`src/sv/sda_pkg.sv`:
```
package sda_pkg;

  localparam int unsigned CNT_W     = 11;
  localparam int unsigned INV_W     = 25;
  localparam int unsigned PI_W      = 41;
  localparam int unsigned H_W       = 42;
  localparam int unsigned POLY_W    = 17;
  localparam int unsigned FRAC_BITS = 24;
  localparam int unsigned MAX_SAMPLES = 1024;

  // register byte addresses
  localparam logic [2:0] REG_SAMPLE_SIZE = 3'd0;
  localparam logic [2:0] REG_INV_DENOM   = 3'd4;

  localparam logic [2:0] CFG_ADDR_W = 3'd3;

endpackage

```
`src/sv/site_diversity_accumulator.sv`:
```
// Site diversity accumulator.
// Input stream (s_axis_*): one transaction per segregating site. tdata holds
// derived_count [10:0] and missing_count [21:11]; tlast holds last_site.
// Output stream (m_axis_*): one transaction per run, sent after the site with
// last_site set. tdata packs theta_pi_sum, thomson_sum, theta_h_sum,
// poly_site_count, theta_w, thomson_valid, bad_site_seen from bit 0 up.
// Configuration goes through the APB port: sample_size at 0x0,
// inv_watterson_denom at 0x4; write only while the block is idle.
// Each polymorphic site runs three restoring divisions on one shared
// divider, one quotient bit per cycle (FRAC_BITS+23 bits each), each
// followed by an accumulate step; a check step comes first, and the next
// site is taken only after the third accumulate step. Other sites pass
// only the check step. After the last site a multiply step registers the
// result. s_axis_tready is low while a site is in work and while a result
// is waiting.
// Reset clears the accumulators, the flags and the registers (sample_size=2,
// inv_watterson_denom=1.0). A stalled receiver holds the result in the output
// register; no site is taken until it is delivered.
module site_diversity_accumulator #(
  parameter int unsigned FRAC_BITS = sda_pkg::FRAC_BITS
) (
  input  logic         clk,
  input  logic         rst,
  input  logic         s_axis_tvalid,
  output logic         s_axis_tready,
  input  logic [23:0]  s_axis_tdata,   // derived_count, missing_count
  input  logic         s_axis_tlast,   // last_site
  output logic         m_axis_tvalid,
  input  logic         m_axis_tready,
  output logic [183:0] m_axis_tdata,   // pi, thomson, h, poly, theta_w, valid, bad
  input  logic         psel,
  input  logic         penable,
  input  logic         pwrite,
  input  logic [2:0]   paddr,
  input  logic [31:0]  pwdata,
  output logic [31:0]  prdata,
  output logic         pready
);

  localparam int unsigned NUM_W = 23;           // 2*k*k fits 23 bits for n up to 2047
  localparam int unsigned DEN_W = 22;           // n*(n-1) fits 22 bits
  localparam int unsigned QW    = NUM_W + FRAC_BITS;
  localparam int unsigned QCW   = $clog2(QW + 1);
  localparam logic [63:0] H_MAX = (64'd1 << sda_pkg::H_W) - 64'd1;

  typedef enum logic [5:0] {
    S_IDLE  = 6'b000001,
    S_CHECK = 6'b000010,
    S_DIV   = 6'b000100,
    S_ACC   = 6'b001000,
    S_MUL   = 6'b010000,
    S_OUT   = 6'b100000
  } state_t;

  state_t state, state_next;

  logic [10:0] sample_size;
  logic [24:0] inv_denom;
  logic [10:0] d, m;
  logic        last;
  logic [40:0] pi_acc, th_acc;
  logic [41:0] h_acc;
  logic [16:0] poly;
  logic        th_ok, bad;

  // shared divider
  logic [QW-1:0]    dq;
  logic [DEN_W:0]   drem;
  logic [DEN_W-1:0] dden;
  logic [QCW-1:0]   dcnt;
  logic [1:0]       term;
  logic [DEN_W:0]   trial;

  logic [11:0] nsam;
  logic [10:0] n;
  logic [DEN_W-1:0] nn1;

  assign pready = 1'b1;
  assign s_axis_tready = (state == S_IDLE);
  assign nsam = {1'b0, sample_size} - {1'b0, m};
  assign n = nsam[10:0];
  assign nn1 = DEN_W'({11'd0, n} * {11'd0, n - 11'd1});
  assign trial = {drem[DEN_W-1:0], dq[QW-1]} - {1'b0, dden};

  // APB registers
  always_ff @(posedge clk) begin
    if (rst) begin
      sample_size <= 11'd2;
      inv_denom   <= 25'd16777216;
    end else if (psel && penable && pwrite) begin
      if (paddr == sda_pkg::REG_SAMPLE_SIZE) sample_size <= pwdata[10:0];
      else if (paddr == sda_pkg::REG_INV_DENOM) inv_denom <= pwdata[24:0];
    end
  end

  always_comb begin
    unique case (paddr)
      sda_pkg::REG_SAMPLE_SIZE: prdata = {21'd0, sample_size};
      sda_pkg::REG_INV_DENOM:   prdata = {7'd0, inv_denom};
      default:                  prdata = 32'd0;
    endcase
  end

  // numerator of the current term, shifted up by FRAC_BITS
  function automatic logic [QW-1:0] num_of(input logic [1:0] t, input logic [10:0] k,
                                           input logic [10:0] nv);
    logic [NUM_W-1:0] v;
    logic [NUM_W-1:0] kx;
    begin
      kx = NUM_W'(k);
      unique case (t)
        2'd0:    v = kx;
        2'd1:    v = (kx << 1) * NUM_W'(nv - k);
        default: v = (kx << 1) * kx;
      endcase
      num_of = {v, {FRAC_BITS{1'b0}}};
    end
  endfunction

  function automatic logic [63:0] sat(input logic [63:0] a, input logic [63:0] b,
                                      input logic [63:0] mx);
    begin
      sat = (a > mx || b > mx - a) ? mx : a + b;
    end
  endfunction

  logic [63:0] qv, tw;
  assign qv = 64'(dq);

  always_comb begin
    state_next = state;
    unique case (state)
      S_IDLE:  if (s_axis_tvalid) state_next = S_CHECK;
      S_CHECK: begin
        if (!nsam[11] && nsam != 12'd0 && {1'b0, d} <= nsam && d != 11'd0 &&
            {1'b0, d} != nsam) state_next = S_DIV;
        else state_next = last ? S_MUL : S_IDLE;
      end
      S_DIV:   if (dcnt == QCW'(QW - 1)) state_next = S_ACC;
      S_ACC:   if (term == 2'd2) state_next = last ? S_MUL : S_IDLE;
               else state_next = S_DIV;
      S_MUL:   state_next = S_OUT;
      S_OUT:   if (m_axis_tready) state_next = S_IDLE;
      default: state_next = S_IDLE;
    endcase
  end

  always_ff @(posedge clk) begin
    if (rst) begin
      state  <= S_IDLE;
      pi_acc <= '0; th_acc <= '0; h_acc <= '0; poly <= '0;
      th_ok  <= 1'b1; bad <= 1'b0;
      m_axis_tvalid <= 1'b0;
    end else begin
      state <= state_next;
      unique case (state)
        S_IDLE: if (s_axis_tvalid) begin
          d <= s_axis_tdata[10:0];
          m <= s_axis_tdata[21:11];
          last <= s_axis_tlast;
        end
        S_CHECK: begin
          if (nsam[11] || nsam == 12'd0) th_ok <= 1'b0;
          else if ({1'b0, d} > nsam) bad <= 1'b1;
          term <= 2'd0;
          dcnt <= '0;
          drem <= '0;
          dden <= DEN_W'(n);
          dq   <= num_of(2'd0, d, n);
        end
        S_DIV: begin
          // one restoring step per cycle
          dcnt <= dcnt + QCW'(1);
          if (!trial[DEN_W]) begin
            drem <= trial;
            dq   <= {dq[QW-2:0], 1'b1};
          end else begin
            drem <= {drem[DEN_W-1:0], dq[QW-1]};
            dq   <= {dq[QW-2:0], 1'b0};
          end
        end
        S_ACC: begin
          unique case (term)
            2'd0: th_acc <= 41'(sat(64'(th_acc), qv > H_MAX ? H_MAX : qv,
                                    64'(41'h1FFFFFFFFFF)));
            2'd1: pi_acc <= 41'(sat(64'(pi_acc), qv > H_MAX ? H_MAX : qv,
                                    64'(41'h1FFFFFFFFFF)));
            default: begin
              h_acc <= 42'(sat(64'(h_acc), qv > H_MAX ? H_MAX : qv, H_MAX));
              if (poly != '1) poly <= poly + 17'd1;
            end
          endcase
          term <= term + 2'd1;
          dcnt <= '0;
          drem <= '0;
          dden <= nn1;
          dq   <= num_of(term + 2'd1, d, n);
        end
        S_MUL: begin
          m_axis_tvalid <= 1'b1;
          m_axis_tdata  <= {bad, th_ok,
                            (tw > 64'h1FFFFFFFFFF) ? 41'h1FFFFFFFFFF : tw[40:0],
                            poly, h_acc, th_ok ? th_acc : 41'd0, pi_acc};
          pi_acc <= '0; th_acc <= '0; h_acc <= '0; poly <= '0;
          th_ok <= 1'b1; bad <= 1'b0;
        end
        S_OUT: if (m_axis_tready) m_axis_tvalid <= 1'b0;
        default: ;
      endcase
    end
  end

  assign tw = 64'(poly) * 64'(inv_denom);

  // the divider only runs on a polymorphic site
  assert property (@(posedge clk) disable iff (rst)
    state == S_DIV |-> dden != '0) else $error("divide by zero");
  assert property (@(posedge clk) disable iff (rst)
    m_axis_tvalid |-> state == S_OUT) else $error("result outside output state");
  assert property (@(posedge clk) disable iff (rst)
    state == S_MUL |=> m_axis_tvalid && poly == '0) else $error("run not cleared");

endmodule
```
`config.mk`:
```
export PLATFORM = sky130hd
export DESIGN_NAME = site_diversity_accumulator
export DESIGN_NICKNAME = d
export VERILOG_FILES = /design/src/sv/sda_pkg.sv /design/src/sv/site_diversity_accumulator.sv
export SDC_FILE = /design/constraint.sdc
export NUM_CORES = 2
export LEC_CHECK = 0
export BUFFER_PORTS_ARGS = -buffer_cell sky130_fd_sc_hd__buf_2
export CAP_MARGIN = 15
export CORE_MARGIN = 2
export CORE_UTILIZATION = 55
export CTS_CLUSTER_SIZE = 14
export DETAILED_ROUTE_END_ITERATION = 16
export PLACE_DENSITY_LB_ADDON = 0.3
export REMOVE_ABC_BUFFERS = 1
export SLEW_MARGIN = 5
export SYNTH_ARGS = -nofsm -noshare
export SYNTH_HDL_FRONTEND = slang
export SYNTH_SLANG_ARGS = --single-unit
```
`constraint.sdc`:
```
create_clock -name clk -period 11.7 [get_ports clk]
set_clock_uncertainty 0.15 [all_clocks]
set_input_delay 0.585 -clock clk [delete_from_list [all_inputs] [get_ports clk]]
set_output_delay 0.585 -clock clk [all_outputs]
set_load 0.02 [all_outputs]
```
Word-level counts from Yosys, hierarchy flattened. Index checks and enable logic that the tools add are counted.

Register bits after elaboration: 492. Bits of input ports: 67. Output and inout port bits: 219. Word-level logic and storage cells: 143.

Add/sub/neg operators: 13. Multiply operators: 4. $lt $le $gt $ge: 7. Equality and inequality tests: 23. Multiplexer cells: 36. Bitwise gates (word level): 2. Reductions and logical operators: 37.

Operators with widths (count): 47-bit by 64-bit > comparator with 1-bit output (3); 41-bit 2-to-1 mux (4); 41-bit case mux with 2 select lines (2); 47-bit case mux with 3 select lines (1); 22-bit case mux with 2 select lines (2); 42-bit 2-to-1 mux (2); 42-bit case mux with 2 select lines (1); 41-bit by 41-bit subtractor with 42-bit output (first input constant) (2); 41-bit adder (2); 25-bit case mux with 2 select lines (1); 47-bit by 42-bit > comparator with 1-bit output (second input constant) (1); 47-bit 2-to-1 mux (1); 23-bit case mux with 2 select lines (1); 11-bit by 11-bit multiplier with 22-bit output (2); 42-bit by 42-bit subtractor with 43-bit output (first input constant) (1); 42-bit adder (1); 42-bit by 41-bit > comparator with 1-bit output (second input constant) (1); 17-bit by 25-bit multiplier with 42-bit output (1); 6-bit case mux with 6 select lines (1); 17-bit 2-to-1 mux (2); 17-bit case mux with 2 select lines (1); 11-bit by 11-bit subtractor with 12-bit output (2); 11-bit by 23-bit multiplier with 22-bit output (1); 23-bit by 22-bit subtractor with 23-bit output (1); other kinds (40) (85).

Depth between registers and ports, before layout.
Depth in word-level cells: 8. Mapped depth: 34. Mapped depth without buffers: 32.

Least setup slack after synthesis. No wires, ideal clock.

Path kind: flip-flop to flip-flop. Start: register state[0]. End: register m_axis_tdata[0], enable pin. Setup time: 0.732 ns. Data arrival time: 9.051 ns. Data required time: 10.818 ns. Setup slack: 1.767 ns. Stages on the path, launching flop included: 6. Buffers on the path: 2. Period minus slack after synthesis: 9.933 ns. Path through: dfxtp_1 > nor4_1 > nand3b_1 > clkbuf_1 > clkbuf_1 > nor2_1.

Word-level cells in the longest chain between the ends: 2.

Ends and longest elaborated chain: start, declared (line site_diversity_accumulator.sv:55) `state_t state, state_next;`; start signal, assigned (line site_diversity_accumulator.sv:155) `state <= state_next;`; 6-bit by 5-bit equality test with 1-bit output (line site_diversity_accumulator.sv:156) `unique case (state)`; 2-bit AND reduction (no source line); end signal, assigned (line site_diversity_accumulator.sv:201) `m_axis_tdata <= {bad, th_ok,`; end, declared (line site_diversity_accumulator.sv:30) `output logic [183:0] m_axis_tdata,`.

Every way passes these cells. A chain may end at the register's enable or synchronous reset.

Final worst setup path.
Start: register sample_size[0]. End: register dq[45] (data pin).

Word-level cells in the longest chain between the ends: 5.

Ends and longest elaborated chain: start, declared (line site_diversity_accumulator.sv:57) `logic [10:0] sample_size;`; start signal, assigned (line site_diversity_accumulator.sv:91) `if (paddr == sda_pkg::REG_SAMPLE_SIZE) sample_size <= pwdata[10:0];`; 11-bit by 11-bit subtractor with 12-bit output (line site_diversity_accumulator.sv:80) `assign nsam = {1'b0, sample_size} - {1'b0, m};`; 11-bit by 11-bit subtractor with 12-bit output (line site_diversity_accumulator.sv:113) `2'd1: v = (kx << 1) * NUM_W'(nv - k);`; 11-bit by 23-bit multiplier with 22-bit output (line site_diversity_accumulator.sv:113); 23-bit case mux with 2 select lines (line site_diversity_accumulator.sv:111) `unique case (t)`; 47-bit case mux with 3 select lines (line site_diversity_accumulator.sv:156); end signal, assigned (line site_diversity_accumulator.sv:169) `dq <= num_of(2'd0, d, n);`; end signal, assigned (line site_diversity_accumulator.sv:176) `dq <= {dq[QW-2:0], 1'b1};`; end signal, assigned (line site_diversity_accumulator.sv:179) `dq <= {dq[QW-2:0], 1'b0};`; end, declared (line site_diversity_accumulator.sv:67) `logic [QW-1:0] dq;`.

Every way passes these cells.

==> results.yml <==
sta:
  setup_tns_ns: 0
  min_period_ns: 9.47
  fin_ws_ns: 2.23
  finalHoldWorstSlack_ns: 0.0289
  rsz0062_at_grt: "false"
  timing.fmax_mhz: 106
  post-route-period-util: 0.809
  setup_viol: 0
  tightest_slew_ns: 1.17
  slew_headroom: 0.197
  final-hold-violation-count: 0
  final_max_slew_viol_count: 0
synth:
  async_reset_ff_frac: 0
  avgSynthCellArea_um2: 9.25
  ys.warnings.count: 0
  ys_seq_area_frac: 0.245
  yosys_most_used_dff: "edfxtp_1"
  syn_inst: 5699
  yosys_register_bits: 492
  synthesis.area_um2: 52700
  synth_edf_count: 306
  yosysUniqueCellTypes: 113
layout:
  layout.nets: 7004
  stdcell_count: 7166
  multi_input_comb_area_um2: 35700
  nFillCells: 8164
  antenna_cells: 0
  drive_above_1_share: 0.0890
  seq_area_um2: 12900
  area_growth_pct: 9.21
place:
  io_buffers: 268
  hpwl_um: 104000
  gp_routability_congestion: 0.922
  placed_cells: 7018
  place_ws_ns: 2.36
floorplan:
  core_um2: 95000
  rows: 113
  die_h_um: 314
  die_w_um: 314
  io_pins: 286
  start_util: 0.555
  die_area_um2: 98300
worst_setup_path:
  crit_arrival_ns: 9.73
  rr_startpoint: "sample_size[0]"
  slowest_delay_ns: 0.58
  critPathKind: "reg -> reg"
  cp-start-kind: "flop"
  crit_start: "sample_size[0]"
  path_common_cell: "fa_1"
  slowest_stage: "or4_1"
  cp.required_ns: 11.96
  crit_path_max_fanout: 10
  cp-end-kind: "flop"
flow_run:
  max_cap_violations: 0
routing:
  viasPerCell: 5.77
  wire_per_inst_um: 19.5
  ant_nets: 0
  drc: 0
  top_layer: "met5"
  wl_met2_um: 64500
  route.vias.total: 41400
  drt_iter0_drc: 3269
  drt_wl_total_um: 140000
  wl_met3_um: 11400
  first_pass_iters: 6
  m1WireLength_um: 59100
clocking:
  htreeDepth: 2
  cts_hold_buf: 39
  root_buffer: "clkbuf_16"
  ctsLongestPathBuffers: 3
  cts_setup_buffers: 0
  clk_pin_slew_worst_paths_ns: 0.06
  tritoncts: "built"
  cts_sinks: 492
  cts_resized: 0
  clk_latency_ns: 0.68
  cts_buffers: 56
global_route:
  grt.total_usage: 0.285
  grt_pass1_wl_um: 222000
  grt_start_max_net_pins: 184
  antenna_found_initial: 2
  grt_overflow: 0
  grt_pass1_vias: 41000
pwr:
  p_leak_nw: 26.9
  p_per_area_nw_per_um2: 164
  finalPower_mw: 9.46
  vdd_ir_drop_max_v: 0.000802
outcome:
  status: "finished, final reports clean"
min_path:
  hold_class: "in -> reg"
  min_from: "pwdata[4]"
-- metrics by stage --
step,instance area [µm²],utilization
6_report,57600,0.606
5_1_grt,57600,0.606
4_1_cts,57500,0.605
3_5_place_dp,55000,0.579
3_3_place_gp,55000,0.579
2_1_floorplan,51500,-
-- synthesized netlist by cell type, types with 14 or more instances --
| cell | count | share of area |
|---|---|---|
| inv_1 | 794 | 0.057 |
| nand2_1 | 699 | 0.050 |
| fa_1 | 615 | 0.23 |
| ha_1 | 469 | 0.11 |
| a21oi_1 | 337 | 0.032 |
| nor2_1 | 323 | 0.023 |
| edfxtp_1 | 306 | 0.17 |
| clkbuf_1 | 254 | 0.018 |
| and2_1 | 252 | 0.030 |
| dfxtp_1 | 186 | 0.071 |
| o21ai_0 | 171 | 0.016 |
| xnor2_1 | 148 | 0.025 |
| a21o_1 | 128 | 0.018 |
| xor2_1 | 97 | 0.016 |
| nand3_1 | 94 | 0.0089 |
| nor3_1 | 92 | 0.0087 |
| a211oi_1 | 67 | 0.0095 |
| nand2b_1 | 61 | 0.0072 |
| or3_1 | 60 | 0.0071 |
| o21a_1 | 34 | 0.0048 |
| nand4_1 | 31 | 0.0037 |
| a31oi_1 | 30 | 0.0036 |
| o21bai_1 | 27 | 0.0038 |
| a311oi_1 | 22 | 0.0037 |
| mux2i_1 | 22 | 0.0042 |
| nor2b_1 | 22 | 0.0026 |
| o211ai_1 | 20 | 0.0028 |
| or2_2 | 19 | 0.0023 |
| and3_1 | 18 | 0.0021 |
| a21boi_0 | 14 | 0.0020 |
-- report_power, final --
| group | leakage (nW) | total [mW] | internal (mW) | switching, mW |
|---|---|---|---|---|
| clock | 1.00 | 1.99 | 1.20 | 0.787 |
| sequential | 4.32 | 1.85 | 1.84 | 0.0131 |
| combinational | 21.6 | 5.62 | 2.47 | 3.15 |
-- logic make-up (layout without fill, tap and decap cells) --
family,count (synthesis),count (layout),share of synthesized area
and+or+nand+nor,1744,1744,0.157
buffers and inverters,1090,1286,0.0797
adders and majority gates,1084,1084,0.345
AOI/OAI and AO/OA,1016,1016,0.127
DFF,492,492,0.245
xor gates and xnor gates,247,247,0.0413
muxes,24,24,0.00482
other,2,8,0.000143
-- final cells by class --
cell class              count  area share
well taps                1265      0.0275
repair buffers            379      0.0402
clock inverters            39      0.0102
clock buffers              67      0.0258
inverters                 801      0.0522
multi-input cells        4123       0.620
flip-flops and latches    492       0.224
-- routing by layer --
metal  track usage  vias up
li1              -    19100
met1         0.392    20300
met2         0.460     1653
met3        0.0482      298
met4        0.0929        2
met5             0        -
-- state kept, by name (all words and copies together) (netlist names) --
name	count
term	2
d	11
inv_denom	25
state	6
m	11
last	1
poly	17
bad	1
dq	47
dcnt	6
sample_size	11
drem	22
dden	22
pi_acc	41
h_acc	42
th_ok	1
m_axis_tvalid	1
th_acc	41
m_axis_tdata	184
-- placed cells by master, fill, tap and decap left out, drive strengths merged, types with 18 or more instances in the layout --
| cell | count |
|---|---|
| a311oi | 22 |
| nor3 | 93 |
| dfxtp | 186 |
| edfxtp | 306 |
| fa | 615 |
| buf | 339 |
| o211ai | 24 |
| inv | 800 |
| nand4 | 31 |
| mux2i | 23 |
| nand2b | 61 |
| or2 | 19 |
| dlygate4sd3 | 39 |
| or3 | 69 |
| xor2 | 97 |
| o21ai | 179 |
| nand2 | 700 |
| nand3 | 94 |
| a31oi | 31 |
| and2 | 253 |
| ha | 469 |
| clkbuf | 68 |
| o21a | 34 |
| clkinv | 23 |
| a21o | 128 |
| a211oi | 69 |
| o21bai | 28 |
| and3 | 18 |
| nor2 | 323 |
| nor2b | 23 |
| xnor2 | 150 |
| a21oi | 338 |
-- critical path, delay by kind of cell, from the launching register on --
| family | cells | cell delay [ns] |
|---|---|---|
| compound gates | 13 | 2.98 |
| xor+xnor | 1 | 0.14 |
| fa+ha+maj | 9 | 4.02 |
| buf+inv | 2 | 0.10 |
| flops | 1 | 0.35 |
| simple gates | 5 | 1.50 |
-- final timing paths --
path	slack, ns	depth (start not counted)	end
setup / recovery	2.23	30	dq[45]
hold / removal	0.03	3	sample_size[4]
setup reg to reg	2.23	30	dq[45]
hold reg to reg	0.28	0	m_axis_tdata[183]
Power figures use the tool's default switching activity.
